[config.mk]
export PLATFORM = sky130hd
export DESIGN_NAME = gamepad_report_generator
export DESIGN_NICKNAME = d
export VERILOG_FILES = /design/src/hdl/gprg_pkg.sv /design/src/hdl/gprg_front.sv /design/src/hdl/gprg_queue.sv /design/src/hdl/gprg_back.sv /design/src/hdl/gamepad_report_generator.sv
export SDC_FILE = /design/constraint.sdc
export NUM_CORES = 1
export LEC_CHECK = 0
export ABC_CLOCK_PERIOD_IN_PS = 7400
export BUFFER_PORTS_ARGS = -buffer_cell sky130_fd_sc_hd__buf_2
export CAP_MARGIN = 20
export CORE_AREA = 2 2 195 341
export CTS_CLUSTER_SIZE = 8
export DETAILED_ROUTE_END_ITERATION = 8
export DIE_AREA = 0 0 197 343
export HOLD_SLACK_MARGIN = 0.1
export SYNTH_ARGS = -nofsm -noshare
export SYNTH_HDL_FRONTEND = slang
export SYNTH_SLANG_ARGS = --single-unit
[constraint.sdc]
create_clock -name clk -period 7.4 [get_ports clk]
set_clock_uncertainty 0.2 [all_clocks]
set_input_delay 1.48 -clock clk [delete_from_list [all_inputs] [get_ports clk]]
set_output_delay 1.48 -clock clk [all_outputs]
set_load 0.05 [all_outputs]
[src/hdl/gprg_pkg.sv]
package gprg_pkg;
  localparam int NUM_KEYS = 19;
  localparam int AVG_SAMPLES = 4;
  localparam int QUEUE_DEPTH = 2;

  localparam logic [2:0] CFG_KEY_DEB = 3'd0;
  localparam logic [2:0] CFG_MUX_DEB = 3'd1;
  localparam logic [2:0] CFG_LOW_THR = 3'd2;
  localparam logic [2:0] CFG_HIGH_THR = 3'd3;
  localparam logic [2:0] CFG_HOLD = 3'd4;
  localparam logic [2:0] CFG_RESEND = 3'd5;
  localparam logic [2:0] CFG_IDLE = 3'd6;

  localparam int SEL_KEY_IDX = 12;
  localparam int START_KEY_IDX = 13;
  localparam int TURBO3_KEY_IDX = 14;
  localparam int TURBO2_KEY_IDX = 15;
  localparam int MODE_KEY_IDX = 16;
  localparam int TURBO_KEY_IDX = 17;
  localparam int AUTO_KEY_IDX = 18;

  localparam logic [7:0] AXIS_CENTER = 8'h80;

  // classified tick handed from front to back
  typedef struct packed {
    logic [15:0] mask;
    logic [3:0]  hat;
    logic [3:0]  left_dir;
    logic [3:0]  right_dir;
    logic        mapping;
    logic [7:0]  ax0;
    logic [7:0]  ax1;
    logic [7:0]  ax2;
    logic [7:0]  ax3;
    logic        connected;
  } tick_t;

  typedef struct packed {
    logic [15:0] button_bits;
    logic [7:0]  axis_x;
    logic [7:0]  axis_y;
    logic [7:0]  axis_z;
    logic [7:0]  axis_rz;
    logic [3:0]  hat_code;
  } report_t;

  function automatic logic [3:0] hat_lookup(input logic [3:0] d);
    logic [3:0] r;
    unique case (d)
      4'd1: r = 4'd1;
      4'd2: r = 4'd3;
      4'd3: r = 4'd2;
      4'd4: r = 4'd5;
      4'd6: r = 4'd4;
      4'd8: r = 4'd7;
      4'd9: r = 4'd8;
      4'd12: r = 4'd6;
      default: r = 4'd0;
    endcase
    return r;
  endfunction

  function automatic logic [3:0] classify(input logic [7:0] vy, input logic [7:0] vx,
                                          input logic [7:0] lo, input logic [7:0] hi);
    logic [3:0] d;
    d = 4'd0;
    if (vy <= lo) d[0] = 1'b1;
    if (vy >= hi) d[2] = 1'b1;
    if (vx <= lo) d[3] = 1'b1;
    if (vx >= hi) d[1] = 1'b1;
    return d;
  endfunction
endpackage

[src/hdl/gprg_front.sv]
module gprg_front import gprg_pkg::*; (
  input  logic        clk,
  input  logic        rst_n,
  input  logic        step,
  input  logic [18:0] key_levels,
  input  logic [11:0] sx0,
  input  logic [11:0] sx1,
  input  logic [11:0] sx2,
  input  logic [11:0] sx3,
  input  logic        connected,
  input  logic [3:0]  key_deb,
  input  logic [3:0]  mux_deb,
  input  logic [7:0]  low_thr,
  input  logic [7:0]  high_thr,
  output tick_t       tick
);
  logic [3:0]  cnt_r [NUM_KEYS];
  logic [3:0]  cnt_nxt [NUM_KEYS];
  logic [18:0] keys_r, keys_nxt;
  logic        phase_r, mode_r, mode_nxt;
  logic [13:0] sum_r [4];
  logic [13:0] sum_nxt [4];
  logic [11:0] smp [4];
  logic [1:0]  scnt_r;
  logic [7:0]  ax_r [4];
  logic [7:0]  ax_nxt [4];
  logic [3:0]  ldir_r, rdir_r, ldir_nxt, rdir_nxt;

  assign smp[0] = sx0;
  assign smp[1] = sx1;
  assign smp[2] = sx2;
  assign smp[3] = sx3;

  // per-key debounce
  always_comb begin
    logic muxed, skip, lvl;
    logic [4:0] c;
    keys_nxt = keys_r;
    mode_nxt = mode_r;
    for (int i = 0; i < NUM_KEYS; i++) begin
      muxed = (i == SEL_KEY_IDX) || (i == TURBO2_KEY_IDX) || (i == TURBO_KEY_IDX);
      skip = phase_r ? ((i == START_KEY_IDX) || (i == AUTO_KEY_IDX) ||
                        (i == TURBO3_KEY_IDX)) : muxed;
      lvl = muxed ? key_levels[i] : ~key_levels[i];
      c = {1'b0, cnt_r[i]} + 5'd1;
      cnt_nxt[i] = cnt_r[i];
      if (!skip) begin
        if (lvl != keys_r[i]) begin
          if (c >= {1'b0, (muxed ? mux_deb : key_deb)}) begin
            cnt_nxt[i] = 4'd0;
            keys_nxt[i] = lvl;
            if (lvl && i == MODE_KEY_IDX) mode_nxt = ~mode_r;
          end else begin
            cnt_nxt[i] = c[3:0];
          end
        end else begin
          cnt_nxt[i] = 4'd0;
        end
      end
    end
  end

  // stick averaging and classification
  always_comb begin
    for (int i = 0; i < 4; i++) begin
      sum_nxt[i] = sum_r[i] + {2'b00, ~smp[i]};
      ax_nxt[i] = (scnt_r == 2'd3) ? sum_nxt[i][13:6] : ax_r[i];
    end
    ldir_nxt = (scnt_r == 2'd3) ? classify(ax_nxt[1], ax_nxt[0], low_thr, high_thr) : ldir_r;
    rdir_nxt = (scnt_r == 2'd3) ? classify(ax_nxt[3], ax_nxt[2], low_thr, high_thr) : rdir_r;
  end

  always_ff @(posedge clk) begin
    if (!rst_n) begin
      for (int i = 0; i < NUM_KEYS; i++) cnt_r[i] <= 4'd0;
      for (int i = 0; i < 4; i++) begin
        sum_r[i] <= 14'd0;
        ax_r[i] <= 8'd0;
      end
      keys_r <= '0;
      phase_r <= 1'b0;
      mode_r <= 1'b0;
      scnt_r <= 2'd0;
      ldir_r <= 4'd0;
      rdir_r <= 4'd0;
    end else if (step) begin
      for (int i = 0; i < NUM_KEYS; i++) cnt_r[i] <= cnt_nxt[i];
      for (int i = 0; i < 4; i++) begin
        sum_r[i] <= (scnt_r == 2'd3) ? 14'd0 : sum_nxt[i];
        ax_r[i] <= ax_nxt[i];
      end
      keys_r <= keys_nxt;
      phase_r <= ~phase_r;
      mode_r <= mode_nxt;
      scnt_r <= scnt_r + 2'd1;
      ldir_r <= ldir_nxt;
      rdir_r <= rdir_nxt;
    end
  end

  // build the classified tick from the post-update state
  always_comb begin
    logic [3:0] h;
    h = keys_nxt[3:0];
    tick.mask = {4'd0, keys_nxt[15:4]};
    if (mode_nxt) begin
      if (h == 4'd0) h = ldir_nxt;
      tick.mask[3:0] = tick.mask[3:0] | rdir_nxt;
    end
    tick.hat = hat_lookup(h);
    tick.left_dir = ldir_nxt;
    tick.right_dir = rdir_nxt;
    tick.mapping = mode_nxt;
    tick.ax0 = ax_nxt[0];
    tick.ax1 = ax_nxt[1];
    tick.ax2 = ax_nxt[2];
    tick.ax3 = ax_nxt[3];
    tick.connected = connected;
  end
endmodule

[src/hdl/gprg_queue.sv]
module gprg_queue import gprg_pkg::*; #(
  parameter int WIDTH = 8,
  parameter int DEPTH = QUEUE_DEPTH
) (
  input  logic             clk,
  input  logic             rst_n,
  input  logic             wr,
  input  logic [WIDTH-1:0] wdata,
  output logic             full,
  input  logic             rd,
  output logic [WIDTH-1:0] rdata,
  output logic             empty
);
  localparam int AW = (DEPTH > 1) ? $clog2(DEPTH) : 1;
  logic [WIDTH-1:0] mem_r [DEPTH];
  logic [AW-1:0] wp_r, rp_r;
  logic [AW:0] cnt_r;

  assign full = (cnt_r == (AW+1)'(DEPTH));
  assign empty = (cnt_r == '0);
  assign rdata = mem_r[rp_r];

  // pointers wrap at depth
  always_ff @(posedge clk) begin
    if (!rst_n) begin
      wp_r <= '0;
      rp_r <= '0;
      cnt_r <= '0;
    end else begin
      if (wr) wp_r <= (wp_r == AW'(DEPTH-1)) ? '0 : wp_r + 1'b1;
      if (rd) rp_r <= (rp_r == AW'(DEPTH-1)) ? '0 : rp_r + 1'b1;
      cnt_r <= cnt_r + (AW+1)'(wr) - (AW+1)'(rd);
    end
  end

  always_ff @(posedge clk) begin
    if (wr) mem_r[wp_r] <= wdata;
  end
endmodule

[src/hdl/gprg_back.sv]
module gprg_back import gprg_pkg::*; (
  input  logic        clk,
  input  logic        rst_n,
  input  logic        q_empty,
  input  tick_t       tick,
  output logic        q_pop,
  input  logic [12:0] hold_ticks,
  input  logic [6:0]  resend,
  input  logic [6:0]  idle,
  output logic        rep_push,
  output report_t     rep,
  input  logic        rep_full
);
  logic [15:0] sb_r;
  logic [3:0]  sh_r, sl_r, sr_r;
  logic [12:0] hold_r, hold_nxt;
  logic [6:0]  dly_r, dly_nxt;
  logic        send;

  // a tick may be retired once the report queue has room
  assign q_pop = !q_empty && !rep_full;

  // send throttle
  always_comb begin
    dly_nxt = dly_r;
    hold_nxt = hold_r;
    if (sl_r != tick.left_dir || sr_r != tick.right_dir) begin
      dly_nxt = 7'd0;
      if (!tick.mapping) hold_nxt = hold_ticks;
    end else if (sb_r != tick.mask || sh_r != tick.hat) begin
      dly_nxt = 7'd0;
    end else if (hold_r != 13'd0) begin
      if (dly_r != 7'd0) dly_nxt = dly_r - 7'd1;
    end else begin
      dly_nxt = idle;
    end
    if (hold_nxt != 13'd0) hold_nxt = hold_nxt - 13'd1;
    send = tick.connected && (dly_nxt == 7'd0);
  end

  assign rep_push = q_pop && send;
  assign rep.button_bits = tick.mask;
  assign rep.axis_x = tick.mapping ? AXIS_CENTER : tick.ax0;
  assign rep.axis_y = tick.mapping ? AXIS_CENTER : tick.ax1;
  assign rep.axis_z = tick.mapping ? AXIS_CENTER : tick.ax2;
  assign rep.axis_rz = tick.mapping ? AXIS_CENTER : tick.ax3;
  assign rep.hat_code = tick.hat;

  always_ff @(posedge clk) begin
    if (!rst_n) begin
      sb_r <= '0;
      sh_r <= '0;
      sl_r <= '0;
      sr_r <= '0;
      hold_r <= '0;
      dly_r <= '0;
    end else if (q_pop && tick.connected) begin
      hold_r <= hold_nxt;
      dly_r <= send ? resend : dly_nxt;
      if (send) begin
        sb_r <= tick.mask;
        sh_r <= tick.hat;
        sl_r <= tick.left_dir;
        sr_r <= tick.right_dir;
      end
    end
  end
endmodule

[src/hdl/gamepad_report_generator.sv]
// gamepad report generator: one tick accepted per cycle while not full
// a tick is held in the tick queue and its report, if sent, in the report queue
// throughput: one tick per cycle while reports are popped; a full report queue
// stalls the back end, and a full tick queue then raises in_full
// reset: synchronous active-low; clears all key, stick and send state,
// loads default configuration
module gamepad_report_generator import gprg_pkg::*; #(
  parameter int QDEPTH = QUEUE_DEPTH
) (
  input  logic        clk,
  input  logic        rst_n,
  input  logic        in_push,
  output logic        in_full,
  input  logic [18:0] in_key_levels,
  input  logic [11:0] in_left_stick_x,
  input  logic [11:0] in_left_stick_y,
  input  logic [11:0] in_right_stick_x,
  input  logic [11:0] in_right_stick_y,
  input  logic        in_link_connected,
  output logic        out_empty,
  input  logic        out_pop,
  output logic [15:0] out_button_bits,
  output logic [7:0]  out_axis_x,
  output logic [7:0]  out_axis_y,
  output logic [7:0]  out_axis_z,
  output logic [7:0]  out_axis_rz,
  output logic [3:0]  out_hat_code,
  input  logic        cfg_we,
  input  logic [2:0]  cfg_index,
  input  logic [12:0] cfg_data
);
  logic [3:0]  key_deb_r, mux_deb_r;
  logic [7:0]  low_r, high_r;
  logic [12:0] hold_r;
  logic [6:0]  resend_r, idle_r;
  tick_t   tick_in, tick_out;
  report_t rep_in, rep_out;
  logic step, tq_empty, tq_pop, rq_push, rq_full;

  // configuration registers
  always_ff @(posedge clk) begin
    if (!rst_n) begin
      key_deb_r <= 4'd5;
      mux_deb_r <= 4'd8;
      low_r <= 8'd96;
      high_r <= 8'd160;
      hold_r <= 13'd5000;
      resend_r <= 7'd25;
      idle_r <= 7'd100;
    end else if (cfg_we) begin
      unique case (cfg_index)
        CFG_KEY_DEB: key_deb_r <= cfg_data[3:0];
        CFG_MUX_DEB: mux_deb_r <= cfg_data[3:0];
        CFG_LOW_THR: low_r <= cfg_data[7:0];
        CFG_HIGH_THR: high_r <= cfg_data[7:0];
        CFG_HOLD: hold_r <= cfg_data;
        CFG_RESEND: resend_r <= cfg_data[6:0];
        CFG_IDLE: idle_r <= cfg_data[6:0];
        default: ;
      endcase
    end
  end

  assign step = in_push && !in_full;

  gprg_front u_front (
    .clk, .rst_n, .step,
    .key_levels(in_key_levels),
    .sx0(in_left_stick_x), .sx1(in_left_stick_y),
    .sx2(in_right_stick_x), .sx3(in_right_stick_y),
    .connected(in_link_connected),
    .key_deb(key_deb_r), .mux_deb(mux_deb_r),
    .low_thr(low_r), .high_thr(high_r),
    .tick(tick_in)
  );

  gprg_queue #(.WIDTH($bits(tick_t)), .DEPTH(QDEPTH)) u_tq (
    .clk, .rst_n, .wr(step), .wdata(tick_in), .full(in_full),
    .rd(tq_pop), .rdata(tick_out), .empty(tq_empty)
  );

  gprg_back u_back (
    .clk, .rst_n, .q_empty(tq_empty), .tick(tick_out), .q_pop(tq_pop),
    .hold_ticks(hold_r), .resend(resend_r), .idle(idle_r),
    .rep_push(rq_push), .rep(rep_in), .rep_full(rq_full)
  );

  gprg_queue #(.WIDTH($bits(report_t)), .DEPTH(QDEPTH)) u_rq (
    .clk, .rst_n, .wr(rq_push), .wdata(rep_in), .full(rq_full),
    .rd(out_pop && !out_empty), .rdata(rep_out), .empty(out_empty)
  );

  assign out_button_bits = rep_out.button_bits;
  assign out_axis_x = rep_out.axis_x;
  assign out_axis_y = rep_out.axis_y;
  assign out_axis_z = rep_out.axis_z;
  assign out_axis_rz = rep_out.axis_rz;
  assign out_hat_code = rep_out.hat_code;
endmodule

==> results of run 1 <==
==> synth_stat cells (all sizes together), types with 19 or more instances <==
| cell | n |
|---|---|
| xor2 | 41 |
| inv | 142 |
| nor3 | 39 |
| nand3 | 66 |
| o21ai | 70 |
| and2 | 47 |
| a21o | 44 |
| a21oi | 125 |
| ha | 208 |
| mux2i | 84 |
| nor2b | 61 |
| nand2b | 30 |
| buf | 19 |
| xnor2 | 91 |
| mux2 | 71 |
| nand2 | 202 |
| dfxtp | 134 |
| nor2 | 201 |
| edfxtp | 368 |
| or3 | 22 |
| a31oi | 21 |
| clkbuf | 62 |
| a211oi | 40 |
==> kinds of logic (layout without fill, tap and decap cells) <==
kind of cell,count (synthesis),after routing,synth area share [%]
buffers and inverters,223,426,3.378
DFF,502,502,52.00
xor gates and xnor gates,132,132,4.377
adders and majority gates,212,212,10.16
other,1,5,0.01420
and+or+nand+nor,738,738,13.40
muxes,155,155,6.211
AOI/OAI and AO/OA,409,409,10.46
==> final cells by class <==
type                    instances  area [um2]  share of cell area (%)
clock inverters                 3       33.78                  0.1122
well taps                     819        1025                   3.403
repair buffers                168       938.4                   3.117
diodes                          1       2.502                0.008311
multi-input cells            1650       11830                   39.29
flip-flops and latches        502       13740                   45.63
clock buffers                 113        2008                   6.669
inverters                     142       534.3                   1.774
==> layer usage <==
layer	wire length, um	up-vias	GRT usage, %	share of wire, %
li1	-	8884	-	-
met1	24500	8756	20.56	37
met2	35170	390	37.36	54
met3	2513	149	2.851	3.8
met4	3411	6	10.95	5.2
met5	37	-	0	0.056
==> power groups by stage <==
stage                     clock (mW)  combinational (mW)  sequential (mW)
final                           3.04                3.90             4.02
after global routing            3.23                4.30             4.08
after CTS                       3.12                3.94             4.02
after detailed placement           0                3.92             4.07
after global placement             0                3.81             4.05
after floorplan                    0                2.98             4.00
==> through the flow <==
stage / worst slack [ns] / instances
after floorplan: 1.502 / 2375
after global placement: 0.5686 / 3278
after detailed placement: 0.5012 / 3280
after CTS: 1.136 / 3396
after global routing: 0.6513 / 3397
final: 1.108 / 3398
==> registers in the layout, summed over array words and instances (netlist names), 7 cells and up, named ones only <==
signal          flops
u_front.keys_r     17
low_r               8
u_rq.mem_r         96
u_front.cnt_r      68
resend_r            7
hold_r             13
high_r              8
u_back.dly_r        7
u_tq.mem_r        116
u_front.sum_r      56
u_back.hold_r      13
u_back.sb_r        12
idle_r              7
u_front.ax_r       32
==> critical path: stages <==
cell and delay [ns]:
buf_2 0.10, inv_1 0.09, ha_1 0.24, a21o_1 0.16, a21o_1 0.21, a2111oi_0 0.65, nor3_1 0.21, o31a_1 0.34
o211a_1 0.26, xnor2_1 0.17, a21oi_1 0.52, ha_1 0.27, nand3b_1 0.10, o21ai_0 0.09, a31oi_1 0.51, a31oi_1 0.31
ha_1 0.36, and2_1 0.13, o31ai_1 0.27
==> worst paths after layout <==
kind	from	end	cells past startpoint
worst max register to register	u_front.sum_r[0][1]	u_tq.mem_r[0][42]	17
worst min-delay path	low_r[4]	low_r[4]	2
worst max-delay path	in_left_stick_x[1]	u_tq.mem_r[0][42]	19
worst min register to register	low_r[4]	low_r[4]	2
==> flow_summary_export.csv, run 1 <==
group,metric,value,unit
logic_synthesis,syn_area,26410,um2
setup_path,reg2reg_setup_slack,1.71,ns
grt,track_usage,19.67,%
setup_path,worstPathMaxFanout,4,
logic_synthesis,ys_seq_elements,502,
logic_synthesis,netlist_instances,2372,
power_and_ir_drop,leakagePower,12.07,nW
timing,final.period_utilization,85.03,%
timing,finalHoldViolCount,0,
timing,max_freq,158.9,MHz
power_and_ir_drop,p_switching,3.979,mW
logic_synthesis,synth-main-ff-cell,"edfxtp_1",
setup_path,end_kind,"flop",
final_layout,final_cell_mix,"edfxtp_1 (368), ha_1 (207), nand2_1 (201), nor2_1 (196), inv_1 (140)",
setup_path,start_kind,"input port",
drt,ant_nets,0,
clock_network,clock_path_buffers,3,
drt,dr.pass1.iters,5,
clock_network,clk_pin_slew,0.05,ns
clock_network,cts_resized,0,
power_and_ir_drop,swShare,36.31,%
hold_path,hp-class,"flop to flop",
final_layout,nFillCells,6006,
final_layout,post-route-util,46.43,%
die,fp.dieW,197,um
grt,grt_pass1_vias,18710,
logic_synthesis,avgSynthCellArea,11.13,um2
clock_network,numCtsBuffers,72,
place,hpwl,45.42,mm
drt,routed_wl,65.63,mm
logic_synthesis,yosys-top-cells-area,"edfxtp_1 (42%), dfxtp_1 (10%), ha_1 (9.9%)",
drt,drc,0,
grt,grt_max_degree,68,
status,outcome,"finished clean",
place,placedInstanceArea,28060,um2
timing,relSlewSlack,33.58,%
power_and_ir_drop,power_frac_comb,35.6,%
clock_network,cts_max_level,3,
drt,drt-initial-drc-count,880,
die,start_util,40.72,%
power_and_ir_drop,p_per_area,363.9,nW/um2
timing,finalSetupViolCount,0,
logic_synthesis,ys_async_sr_fraction,0,%
clock_network,clock-sinks,502,
timing,tns,0,ns
timing,worstMarginPinSlew,0.9686,ns
place,portBuffers,136,
clock_network,cts_root_buf,"clkbuf_16",
final_layout,area_growth_syn_to_layout,14.01,%
clock_network,holdBufCountCts,0,
logic_synthesis,synthDistinctLibCells,72,
die,row_count,124,
logic_synthesis,yosysTopAreaCell,"edfxtp_1",
place,gp_congestion,0.8576,
logic_synthesis,yosysSeqAreaShare,52.00,%
power_and_ir_drop,power_frac_seq,36.7,%
grt,grt_antenna_before_repair,4,
drt,num_vias,18190,
timing,fin_hold_ws,0.2526,ns
final_layout,final_net_count,2837,
setup_path,required,7.60,ns
die,die_area,67570,um2
flow_run,max-cap-violations,0,
logic_synthesis,synth_edf_count,368,
drt,wire_per_inst,19.31,um
power_and_ir_drop,clock_power_share,27.7,%
final_layout,layout-drive-gt1-share,14.55,%
clock_network,post_cts_buffers,0,
die,coreArea,64850,um2
die,die_h,343,um
grt,grt_overflow,0,
timing,fin_crit,6.292,ns
clock_network,tritoncts,"yes",
timing,rsz0062_at_grt,"false",
power_and_ir_drop,p_int,6.979,mW
power_and_ir_drop,power,10.96,mW
power_and_ir_drop,ir_drop,0.1960,mV
drt,avgViaCountPerCell,5.352,
timing,slew_violations,0,
logic_synthesis,synth_top_area_share,41.84,%
clock_network,clock_latency,0.61,ns
final_layout,final_common_cell,"edfxtp_1",
setup_path,critical_path_class,"input port to flop",
setup_path,arrival,6.50,ns
logic_synthesis,ys_warn_count,0,
die,io_pins,143,
final_layout,final_area,30110,um2
grt,grt_pass1_wl,102.7,mm
No activity file was read; power rests on OpenSTA's default activity.
==> inputs of run 2 (changes only) <==
- ABC_AREA: default -> 1
- ABC_CLOCK_PERIOD_IN_PS: 7400 -> 7550
- CORE_AREA: 2 2 195 341 -> 2 2 197 345
- DIE_AREA: 0 0 197 343 -> 0 0 199 347
- clock period: 7.4 -> 7.55 ns (I/O delays scaled with it)
==> run 2 against run 1 <==
Against the previous run: highest routed layer unchanged; clock-buffer cell count shrank 2; synthesized cell count is 25% higher; die area up 2.2%; clock power is essentially flat; sequential share of layout area is 0.87 points lower; largest cell class unchanged.
==> flow_summary_export.csv, run 2 <==
group,metric,value,unit
status,outcome,"finished clean",
setup_path,required,7.71,ns
setup_path,crit_path_max_incr_delay,0.56,ns
drt,avgViaCountPerCell,4.894,
setup_path,end_kind,"flop",
final_layout,final_net_count,3430,
drt,routed_wl,62.34,mm
drt,dr.pass1.iters,5,
drt,num_vias,19880,
timing,finalHoldViolCount,0,
setup_path,arrival,5.92,ns
final_layout,largest_register,"u_tq.mem_r",
setup_path,critical-path-slowest-cell,"a31oi_1",
drt,drt-initial-drc-count,928,
grt,grt_antenna_before_repair,6,
logic_synthesis,avgSynthCellArea,9.072,um2
logic_synthesis,ys_async_sr_fraction,0,%
die,row_count,125,
place,place_ws,1.177,ns
flow_run,max-cap-violations,0,
die,die_area,69050,um2
place,portBuffers,136,
die,die_h,347,um
grt,grt_pass1_wl,101.1,mm
clock_network,tritoncts,"yes",
final_layout,final_common_cell,"nand2_1",
logic_synthesis,synth-main-ff-cell,"edfxtp_1",
timing,worstMarginPinSlew,1.018,ns
setup_path,cpMostUsedCell,"inv_1",
hold_path,hp-class,"flop to flop",
clock_network,clock-sinks,502,
clock_network,clock_latency,0.61,ns
timing,fin_crit,5.766,ns
clock_network,clock_path_buffers,3,
die,start_util,40.74,%
final_layout,top_regs,"u_tq.mem_r: 116 flops, u_rq.mem_r: 96 flops, u_front.cnt_r: 68 flops",
timing,max_freq,173.4,MHz
logic_synthesis,ys_warn_count,0,
final_layout,post-route-util,46.39,%
timing,final.period_utilization,76.37,%
clock_network,post_cts_buffers,0,
logic_synthesis,ys_seq_elements,502,
setup_path,start_kind,"input port",
drt,wire_per_inst,15.35,um
timing,tns,0,ns
timing,slew_violations,0,
place,hpwl,43.60,mm
timing,relSlewSlack,32.02,%
final_layout,area_growth_syn_to_layout,13.86,%
grt,grt_max_degree,73,
clock_network,numCtsBuffers,72,
final_layout,final_cell_mix,"nand2_1 (631), inv_1 (419), edfxtp_1 (368), nor2_1 (296), ha_1 (207)",
clock_network,cts_root_buf,"clkbuf_16",
die,fp.dieW,199,um
timing,setup_ws,1.784,ns
logic_synthesis,synth_edf_count,368,
power_and_ir_drop,leakagePower,13.70,nW
logic_synthesis,synth_top_area_share,41.00,%
die,io_pins,143,
logic_synthesis,syn_area,26950,um2
setup_path,worstPathMaxFanout,4,
die,coreArea,66160,um2
clock_network,clk_pin_slew,0.05,ns
logic_synthesis,netlist_instances,2971,
logic_synthesis,synthDistinctLibCells,56,
place,gp_congestion,0.8717,
grt,track_usage,18.47,%
power_and_ir_drop,p_per_area,344.9,nW/um2
setup_path,critical_path_class,"input port to flop",
grt,grt_pass1_vias,19570,
grt,grt_overflow,0,
drt,ant_nets,0,
logic_synthesis,yosysSeqAreaShare,50.95,%
logic_synthesis,yosys-top-cells-area,"edfxtp_1 (41%), dfxtp_1 (10%), ha_1 (9.7%)",
final_layout,layout-drive-gt1-share,11.07,%
power_and_ir_drop,ir_drop,0.1714,mV
logic_synthesis,synth.most_common_cell,"nand2_1",
logic_synthesis,yosysTopAreaCell,"edfxtp_1",
timing,finalSetupViolCount,0,
clock_network,holdBufCountCts,0,
drt,drc,0,
logic_synthesis,synth_common_cells,"nand2_1 (631), inv_1 (421), edfxtp_1 (368)",
final_layout,nFillCells,6423,
final_layout,largest_reg_flops,116,
timing,rsz0062_at_grt,"false",
clock_network,cts_resized,0,
clock_network,cts_max_level,3,
run 2: changes by cell type in the layout (fill, tap and decap cells not counted), moves of 60 or more:
cell	before	now
nor2b_1	60	0
mux2i_1	84	0
nand2_1	201	631
nor2_1	196	296
nand3_1	66	140
inv_1	140	419
o21ai_0	70	197
run 2: critical path, delay by kind of cell:
kind,cells,cell delay (ns)
XOR/XNOR,1,0.24
AO/OA/AOI/OAI,5,1.57
AND/OR/NAND/NOR,10,0.84
buffers and inverters,9,0.72
adder cells (fa/ha/maj),4,1.04
run 2: kinds of logic after synthesis:
kind of cell	synth area share, %
buffers and inverters	7.390
and+or+nand+nor	18.66
muxes	2.056
adders and majority gates	9.953
other	0.01391
DFF	50.95
xor gates and xnor gates	2.177
AOI/OAI and AO/OA	8.802
run 2: per-stage QoR:
stage / instance area [um2] / hold WS, ns / power, mW / cells
final: 30690 / 0.2326 / 10.58 / 4062
after global routing: 30690 / 0.2627 / 11.32 / 4061
after CTS: 30690 / 0.2334 / 10.71 / 4061
after detailed placement: 28580 / 0.2340 / 7.646 / 3944
after global placement: 28580 / 0.2255 / 7.585 / 3944
after floorplan: 26960 / 0.2214 / 6.755 / 2974
run 2: layout make-up:
| cell class | instances | area, um2 | share of cell area [%] |
|---|---|---|---|
| diodes | 1 | 2.502 | 0.008154 |
| clock buffers | 111 | 1969 | 6.417 |
| clock inverters | 6 | 132.6 | 0.4322 |
| inverters | 428 | 1614 | 5.260 |
| multi-input cells | 1967 | 11280 | 36.74 |
| flip-flops and latches | 502 | 13740 | 44.76 |
| well taps | 889 | 1112 | 3.625 |
| repair buffers | 158 | 845.8 | 2.756 |
run 2: final timing paths:
path	start	to	slack, ns	cells after the start
worst max-delay path	in_left_stick_y[0]	u_tq.mem_r[0][42]	1.78	29
worst min-delay path	u_tq.rp_r	flop	0.23	1
worst max register to register	flop	u_rq.mem_r[1][21]	2.42	16
worst min register to register	u_tq.rp_r	flop	0.23	1
run 2: report_power, final:
group	internal, mW	switching, mW	total (mW)	leakage, nW
combinational	1.11	2.56	3.68	7.91
sequential	3.67	0.213	3.89	4.78
clock	1.80	1.22	3.02	1.00
run 2: per-layer routing:
metal,wire [um],vias up,GRT usage [%],part of all wire (%)
met2,30960,351,32.47,50
met1,26890,9175,22.43,43
li1,-,10220,-,-
met5,79,-,0,0.13
met4,1952,12,7.097,3.1
met3,2452,122,2.992,3.9
==> inputs of run 3 (changes only) <==
- ABC_AREA: 1 -> 0
- ABC_CLOCK_PERIOD_IN_PS: 7550 -> 4960
- CORE_AREA: 2 2 197 345 -> 2 2 195 341
- DIE_AREA: 0 0 199 347 -> 0 0 197 343
- clock period: 7.55 -> 4.96 ns (I/O delays scaled with it)
==> run 3 against run 2 <==
Against the previous run: clock power grew 54%; register-to-register slack lost 2.1 ns; non-clock buffer count grew 101; sequential cell count is the same; via count shrank 5.2%; combinational power grew 68%; die area shrank 2.1%; sequential share of layout area shrank 0.51 points; cell count shrank 14%; wire length grew 10%; worst setup slack lost 1.6 ns; largest cell class unchanged; highest routed layer unchanged.
==> flow_summary_export.csv, run 3 (same netlist as run 1, synthesis figures left out) <==
group,metric,value,unit
grt,track_usage,20.50,%
final_layout,final_area,31050,um2
hold_path,hold_depth,2,
place,hpwl,48.47,mm
setup_path,regToRegStartpoint,"u_front.sum_r[0][1]",
place,portBuffers,136,
flow_run,max-cap-violations,0,
drt,routed_wl,68.75,mm
final_layout,final_common_cell,"edfxtp_1",
die,die_area,67570,um2
grt,grt_pass1_vias,19500,
timing,fin_hold_ws,0.2546,ns
status,outcome,"finished clean",
grt,grt_overflow,0,
timing,fin_crit,4.776,ns
drt,drc,0,
final_layout,insertedDiodeCount,0,
setup_path,end_kind,"flop",
drt,num_vias,18840,
place,gp_congestion,0.8707,
clock_network,clk_pin_slew,0.05,ns
clock_network,clock_path_buffers,3,
setup_path,ff2ff_path_depth,17,
power_and_ir_drop,ir_drop,0.2979,mV
final_layout,final_net_count,2928,
power_and_ir_drop,power,16.86,mW
drt,dr.pass1.iters,5,
timing,finalHoldViolCount,0,
place,placedInstanceArea,28780,um2
setup_path,reg2reg_setup_slack,0.28,ns
timing,slew_violations,0,
hold_path,hold_start,"u_front.rdir_r[1]",
final_layout,area_growth_syn_to_layout,17.57,%
timing,worstMarginPinSlew,0.8904,ns
setup_path,cpMostUsedCell,"a21o_1",
setup_path,critPathTopFamily,"compound AO/OA/AOI/OAI gates",
timing,max_freq,209.4,MHz
setup_path,worstReg2RegEnd,"u_tq.mem_r[1][42]",
clock_network,tritoncts,"yes",
hold_path,hp-class,"flop to flop",
setup_path,cp_cell_sequence,"buf_2, inv_1, ha_2, fa_2, a21o_1, a21o_1, a2111oi_4, nor3_2, nor3_1, xor2_1, o21ai_0, buf_4, ha_1, nand4_1, a21oi_1, o22ai_1, mux2_2, a31o_2, o31ai_2",
setup_path,required,5.18,ns
drt,wire_per_inst,19.64,um
clock_network,cts_max_level,3,
die,die_h,343,um
drt,ant_nets,0,
die,row_count,124,
grt,grt_max_degree,100,
die,coreArea,64850,um2
clock_network,holdBufCountCts,0,
hold_path,worstHoldEndpoint,"u_front.rdir_r[1]",
final_layout,largest_reg_flops,116,
setup_path,path_buf_inv,3,
final_layout,layout-drive-gt1-share,18.23,%
timing,finalSetupViolCount,0,
final_layout,final_cell_mix,"edfxtp_1 (368), ha_1 (206), nand2_1 (201), nor2_1 (196), inv_1 (140)",
final_layout,largest_register,"u_tq.mem_r",
power_and_ir_drop,p_per_area,542.9,nW/um2
setup_path,critical_path_class,"input port to flop",
final_layout,nFillCells,5875,
setup_path,worstPathMaxFanout,6,
clock_network,numCtsBuffers,72,
drt,drt-initial-drc-count,868,
setup_path,arrival,4.99,ns
clock_network,cts_root_buf,"clkbuf_16",
drt,avgViaCountPerCell,5.382,
setup_path,critical-path-slowest-cell,"a2111oi_4",
timing,final.period_utilization,96.29,%
clock_network,clock-sinks,502,
grt,grt_antenna_before_repair,6,
die,fp.dieW,197,um
die,start_util,40.72,%
setup_path,start_kind,"input port",
timing,relSlewSlack,38.94,%
die,io_pins,143,
final_layout,top_regs,"u_tq.mem_r: 116 flops, u_rq.mem_r: 96 flops, u_front.cnt_r: 68 flops",
clock_network,clock_latency,0.63,ns
grt,grt_pass1_wl,106.3,mm
power_and_ir_drop,leakagePower,12.58,nW
setup_path,crit_path_max_incr_delay,0.40,ns
[run 3: worst max-delay path by stage]
stage,startpoint,cells past startpoint,end,slack [ns]
after floorplan,in_left_stick_x[1],19,u_tq.mem_r[0][42],0.002
after global placement,in_left_stick_x[0],20,u_tq.mem_r[0][42],-0.57
after detailed placement,in_left_stick_x[0],20,u_tq.mem_r[1][42],-0.69
after CTS,in_left_stick_x[0],20,u_tq.mem_r[1][42],0.005
after global routing,in_left_stick_x[0],20,u_tq.mem_r[1][42],-0.007
final,in_left_stick_x[0],19,u_tq.mem_r[1][42],0.18
[run 3: tightest hold or removal path: cells and delay by family (launching register included)]
family / cells / cell delay (ns)
simple gates: 1 / 0.05
flops: 1 / 0.30
compound gates: 1 / 0.05
[run 3: area by class of cell]
class / instances / area [um2] / share of cell area [%]
clock inverters: 7 / 133.9 / 0.4312
flip-flops and latches: 502 / 13740 / 44.25
well taps: 819 / 1025 / 3.300
multi-input cells: 1650 / 11960 / 38.53
inverters: 142 / 534.3 / 1.721
repair buffers: 259 / 1655 / 5.331
clock buffers: 122 / 1999 / 6.439
[run 3: power by group]
part / internal [mW] / switching, mW
logic: 2.32 / 3.86
clock network: 2.76 / 1.89
registers: 5.59 / 0.436
[run 3: timing repair]
item	4_1_cts	5_1_grt
endpoints found under the setup margin	2	15
buffers inserted	0	4
gates resized for setup	1	20
pin swaps	0	13
[run 3: stage by stage]
stage,instances,setup WS (ns),utilization [%],TNS [ns]
2_1_floorplan,2375,0.001600,-,0
3_5_place_dp,3367,-0.6875,44.38,-7.623
5_1_grt,3501,-0.007264,47.88,-0.01452
6_report,3501,0.1840,47.88,0
4_1_cts,3496,0.004827,47.68,0
3_3_place_gp,3367,-0.5705,44.38,-5.674
[run 3: routing by layer]
metal | wire length, um | vias to the layer above | GRT usage [%]
met3 | 2603 | 160 | 2.978
met4 | 3480 | 10 | 10.86
met5 | 59 | - | 0
li1 | - | 9072 | -
met1 | 25430 | 9166 | 21.40
met2 | 37170 | 434 | 39.23
